`config.mk`:
```
export PLATFORM = sky130hd
export DESIGN_NAME = mi3_out
export DESIGN_NICKNAME = d
export VERILOG_FILES = /design/src/mi3_pkg.sv /design/src/mi3_out.sv
export SDC_FILE = /design/constraint.sdc
export NUM_CORES = 1
export LEC_CHECK = 0
export BUFFER_PORTS_ARGS = -buffer_cell sky130_fd_sc_hd__clkbuf_2
export CORE_AREA = 10 10 451 453
export CTS_CLUSTER_DIAMETER = 40
export DETAILED_ROUTE_END_ITERATION = 7
export DIE_AREA = 0 0 461 463
export PLACE_DENSITY = 0.3
export SYNTH_ARGS = -nofsm -noshare
export SYNTH_HDL_FRONTEND = slang
export SYNTH_SLANG_ARGS = --single-unit
```
`constraint.sdc`:
```
create_clock -name i_clk -period 21.8 [get_ports i_clk]
set_input_delay 4.36 -clock i_clk [delete_from_list [all_inputs] [get_ports i_clk]]
set_output_delay 4.36 -clock i_clk [all_outputs]
set_load 0.05 [all_outputs]
```
`src/mi3_pkg.sv`:
```
// mi3_pkg: shared constants for the 3x3 matrix inverse pipeline
// element counts, cofactor operand table, quotient width
// no dependencies
package mi3_pkg;

    localparam int DATA_WIDTH_DEF = 32;
    localparam int FRAC_BITS_DEF  = 16;
    localparam int N_ELEM         = 9;
    localparam int N_COL          = 3;
    localparam int Q_BITS         = 96;
    // low quotient bits that must be nonzero for an element to take a negative sign
    localparam int MAG_BITS       = 64;

    // cofactor i = m[a] * m[b] - m[c] * m[d], row-major element index
    localparam int COF_IDX [N_ELEM][4] = '{
        '{4, 8, 7, 5},
        '{7, 2, 1, 8},
        '{1, 5, 4, 2},
        '{6, 5, 3, 8},
        '{0, 8, 6, 2},
        '{3, 2, 0, 5},
        '{3, 7, 6, 4},
        '{6, 1, 0, 7},
        '{0, 4, 3, 1}
    };

    // first column elements used for the determinant expansion
    localparam int COL_IDX [N_COL] = '{0, 3, 6};

endpackage

```
`src/mi3_out.sv`:
```
// mi3_out: sign, saturation and singular override, then the output register
// holds one result beat until the consumer takes it
// depends on mi3_pkg
module mi3_out #(
    parameter int DW = mi3_pkg::DATA_WIDTH_DEF
) (
    input  logic                                             i_clk,
    input  logic                                             i_rst_n,
    input  logic                                             i_up_valid,
    output logic                                             o_up_ready,
    input  logic [mi3_pkg::N_ELEM-1:0][mi3_pkg::Q_BITS-1:0]  i_quo,
    input  logic [mi3_pkg::N_ELEM-1:0]                       i_ovf,
    input  logic [mi3_pkg::N_ELEM-1:0]                       i_neg,
    input  logic                                             i_zero,
    output logic                                             o_dn_valid,
    input  logic                                             i_dn_ready,
    output logic [mi3_pkg::N_ELEM-1:0][DW-1:0]               o_b,
    output logic                                             o_singular,
    output logic                                             o_saturated
);
    import mi3_pkg::*;

    logic [N_ELEM-1:0][DW-1:0] r_b;
    logic [N_ELEM-1:0][DW-1:0] n_b;
    logic                      r_sing;
    logic                      r_sat;
    logic                      n_sat;
    logic                      r_v;
    logic                      w_en;
    logic                      w_bound;

    assign w_en = !r_v || i_dn_ready;

    always_comb begin
        logic [Q_BITS-1:0] mag;
        logic [Q_BITS-1:0] lim;
        logic [Q_BITS-1:0] val;
        logic              ng;
        logic              clip;
        n_sat = 1'b0;
        for (int i = 0; i < N_ELEM; i++) begin
            mag    = i_quo[i];
            ng     = i_neg[i] && (mag[MAG_BITS-1:0] != '0);
            lim    = (Q_BITS'(1) << (DW - 1)) - (ng ? Q_BITS'(0) : Q_BITS'(1));
            clip   = i_ovf[i] || (mag > lim);
            val    = clip ? lim : mag;
            val    = ng ? Q_BITS'(-val) : val;
            n_b[i] = val[DW-1:0];
            n_sat  = n_sat || clip;
        end
        if (i_zero) begin
            n_b   = '0;
            n_sat = 1'b0;
        end
    end

    always_ff @(posedge i_clk) begin
        if (!i_rst_n) begin
            r_v <= 1'b0;
        end else if (w_en) begin
            r_v <= i_up_valid;
        end
    end

    always_ff @(posedge i_clk) begin
        if (w_en) begin
            r_b    <= n_b;
            r_sing <= i_zero;
            r_sat  <= n_sat;
        end
    end

    always_comb begin
        w_bound = 1'b0;
        for (int i = 0; i < N_ELEM; i++) begin
            w_bound = w_bound || (r_b[i] == {1'b0, {(DW-1){1'b1}}})
                              || (r_b[i] == {1'b1, {(DW-1){1'b0}}});
        end
    end

    assign o_up_ready  = w_en;
    assign o_dn_valid  = r_v;
    assign o_b         = r_b;
    assign o_singular  = r_sing;
    assign o_saturated = r_sat;

    a_sing_zero: assert property (@(posedge i_clk) disable iff (!i_rst_n)
        r_v && r_sing |-> (r_b == '0) && !r_sat)
        else $error("singular beat with nonzero elements or saturation");

    a_sat_bound: assert property (@(posedge i_clk) disable iff (!i_rst_n)
        r_v && r_sat |-> w_bound)
        else $error("saturated beat without a clipped element");

    a_take_fill: assert property (@(posedge i_clk) disable iff (!i_rst_n)
        i_up_valid && w_en |=> r_v)
        else $error("accepted beat lost at output register");

endmodule

```
==> results.yml <==
yosys:
  ys_warn_count: 0
  avgSynthCellArea_um2: 8.72
  ys_types: 87
  synth_flop_cell: "edfxtp_1"
  synthDominantCellAreaShare: 0.332
  yosys-top-cells-area: "edfxtp_1 33%, ha_1 14%, a21oi_1 5.6%"
  ys_seq_area_frac: 0.333
  synthCells: 3010
  synth-edff-count: 290
  synth_seq_cells: 291
  syn_nets: 4194
  synth-async-reset-ratio: 0
  yosys.area.top_type: "edfxtp_1"
  mappedNetlistArea_um2: 26200
clocking:
  clock_sinks: 291
  cts_buffers: 88
  cts_tree: "built"
  cts_max_level: 3
  clk_latency_ns: 0.70
  post_cts_resized: 0
  cts_hold_buffers: 0
  cts_setup_buffers: 0
  clk_path_buf_depth: 3
  cts.clk_slew.worst_paths_ns: 0.05
  clock-root-buffer: "clkbuf_16"
placement:
  place.gp.congestion: 0.927
  dp_slack_ns: 9.48
  port_buffers: 1178
  place_inst: 6643
  place_hpwl_um: 145000
layout:
  nets: 5375
  fillers: 21800
  drive_above_1_share: 0.336
  post_layout_nonfiller_instances: 6820
  syn_to_final_growth_pct: 45.7
global_routing:
  track_usage: 0.154
  grt_pass1_wl_um: 241000
  overflow: 0
  first_global_vias: 31500
  antenna_found_initial: 45
  grt_max_degree: 64
die:
  rows: 162
  die-width_um: 461
  die_h_um: 463
  core_area_um2: 194000
  die_area_um2: 213000
  boundaryPins: 1179
  start_util: 0.135
pwr:
  seqPwrFrac: 0.263
  p_clk_frac: 0.499
  pwr_density_cell_nw_per_um2: 68.9
  switching_share: 0.341
  p_switching_mw: 0.899
  internal-power_mw: 1.73
  pwr-share-comb: 0.238
  p_leak_nw: 15.8
  peakVddDrop_uv: 56.3
timing:
  finalClockSkew_ns: 0.0192
  layout_setup_ws_ns: 10.36
  hold_violations: 0
  rsz0062_at_grt: "false"
  relSlewSlack: 0.229
  setup_tns_ns: 0
  maxSlewViolCount: 0
  min_period_ns: 11.44
  timing.fmax_mhz: 87.4
  worstMarginPinSlew_ns: 1.16
  finalCritPeriodShare: 0.525
  finalSetupViolCount: 0
critical_path:
  cp.arrival_ns: 11.86
  cp-start-kind: "input pin"
  cp_slowest_cell: "nor3b_1"
  critPathTopFamily: "simple AND/OR/NAND/NOR gates"
  critPathCaptureType: "register"
  crit_buf_inv: 3
  worstPathRequired_ns: 22.22
  max_stage_delay_ns: 0.69
  crit_fanout: 24
  critPathKind: "in2reg"
routing:
  drt_pass1_iterations: 5
  drt_iter0_drc: 1556
  drc_errors: 0
  vias: 30200
  routed_via_density: 4.43
  drt-wirelength-per-cell_um: 25.4
  totalWireLength_um: 173000
  ant_nets: 0
worst_hold_path:
  hp-class: "reg2reg"
job:
  drv_cap: 0
outcome:
  status: "finished, final reports clean"
[routing by layer]
layer | vias up | part of all wire | track usage
li1 | 14400 | - | -
met1 | 14500 | 0.40 | 0.176
met2 | 1054 | 0.51 | 0.282
met3 | 192 | 0.067 | 0.0396
met4 | 18 | 0.021 | 0.0417
met5 | - | 0.00066 | 0
[sequential cells by signal (all words and copies together), names as in the netlist]
name and cells:
o_singular 1, o_b 288, o_saturated 1, o_dn_valid 1
[cell families after synthesis]
kind of cell / Yosys count / synth area share
flip-flops: 291 / 0.333
AND/OR/NAND/NOR: 1290 / 0.263
adder cells (fa/ha/maj): 297 / 0.142
buffers and inverters: 180 / 0.0290
XOR/XNOR: 83 / 0.0277
multiplexers: 7 / 0.00267
AO/OA/AOI/OAI: 862 / 0.203
[worst register-to-register path, stage by stage, from the launching register on]
cell      delay, ns
dfxtp_1        0.33
nand2b_4       0.42
buf_4          0.71
buf_4          0.85
buf_4          0.83
[cell usage after synthesis, types with 11 or more instances]
cell,number
nor4_1,214
nor3_1,136
nand2_1,260
a21oi_1,293
buf_2,25
a311oi_1,12
nor2b_1,15
or3_1,76
nand3_1,44
a31oi_1,90
xor2_1,39
or4_1,44
nand2b_1,36
o21a_1,11
and3_1,29
xnor2_1,44
o211ai_1,12
nand4_1,102
a221oi_1,21
nand4b_1,19
o311ai_0,11
inv_1,42
edfxtp_1,290
o21ai_0,192
ha_1,297
clkbuf_1,89
a211oi_1,43
or2_2,15
and2_1,12
a21o_1,49
nand3b_1,22
nor2_1,226
o31ai_1,27
[per-stage QoR]
stage / util / total power [mW] / instance area (µm²) / hold slack (ns)
final: 0.197 / 2.63 / 38200 / 0.982
after detailed placement: 0.181 / 1.34 / 35200 / 0.980
after floorplan: - / 1.06 / 26200 / 4.46
after global placement: 0.181 / 1.34 / 35200 / 1.00
after global routing: 0.197 / 2.77 / 38200 / 1.02
after CTS: 0.197 / 2.70 / 38200 / 0.997
[path summary, 6_finish.rpt]
check	slack [ns]	endpoint	depth (start not counted)	start
max reg2reg	18.23	o_b[157]	4	o_dn_valid
min reg2reg	0.98	o_dn_valid	2	o_dn_valid
min	0.98	o_dn_valid	2	o_dn_valid
max	10.36	o_b[62]	25	i_quo[100]
[final cells by class]
type	instances	area, µm²	area share
flip-flops and latches	291	8730	0.228
clock buffers	101	2250	0.0589
clock inverters	57	737	0.0193
repair buffers	1220	6220	0.163
multi-input cells	2539	16900	0.441
inverters	51	194	0.00507
diodes	19	47.5	0.00124
well taps	2542	3180	0.0832
[layout by cell type (no fill, tap or decap), drive strengths merged, types with 13 or more instances in the layout]
cell type and count:
a221oi 21, and2 13, and3 29, o31ai 27, clkbuf 1279, nand2 263
o21ai 202, inv 51, nand3 44, ha 297, xnor2 44, xor2 39
nand2b 36, buf 42, nor4 220, nor2 228, or3 78, diode 19
or2 19, a21o 49, edfxtp 290, a31oi 90, a21oi 293, nand3b 22
nand4b 19, a211oi 43, clkinv 35, or4 48, nor2b 15, nand4 102
nor3 136
[power groups by stage]
stage | clock network (mW) | registers, mW | logic [mW]
2_1_floorplan | 0 | 0.869 | 0.190
3_3_place_gp | 0 | 0.702 | 0.640
3_5_place_dp | 0 | 0.702 | 0.638
4_1_cts | 1.36 | 0.694 | 0.641
5_1_grt | 1.39 | 0.696 | 0.683
6_report | 1.31 | 0.692 | 0.627
No activity file was read; power rests on OpenSTA's default activity.
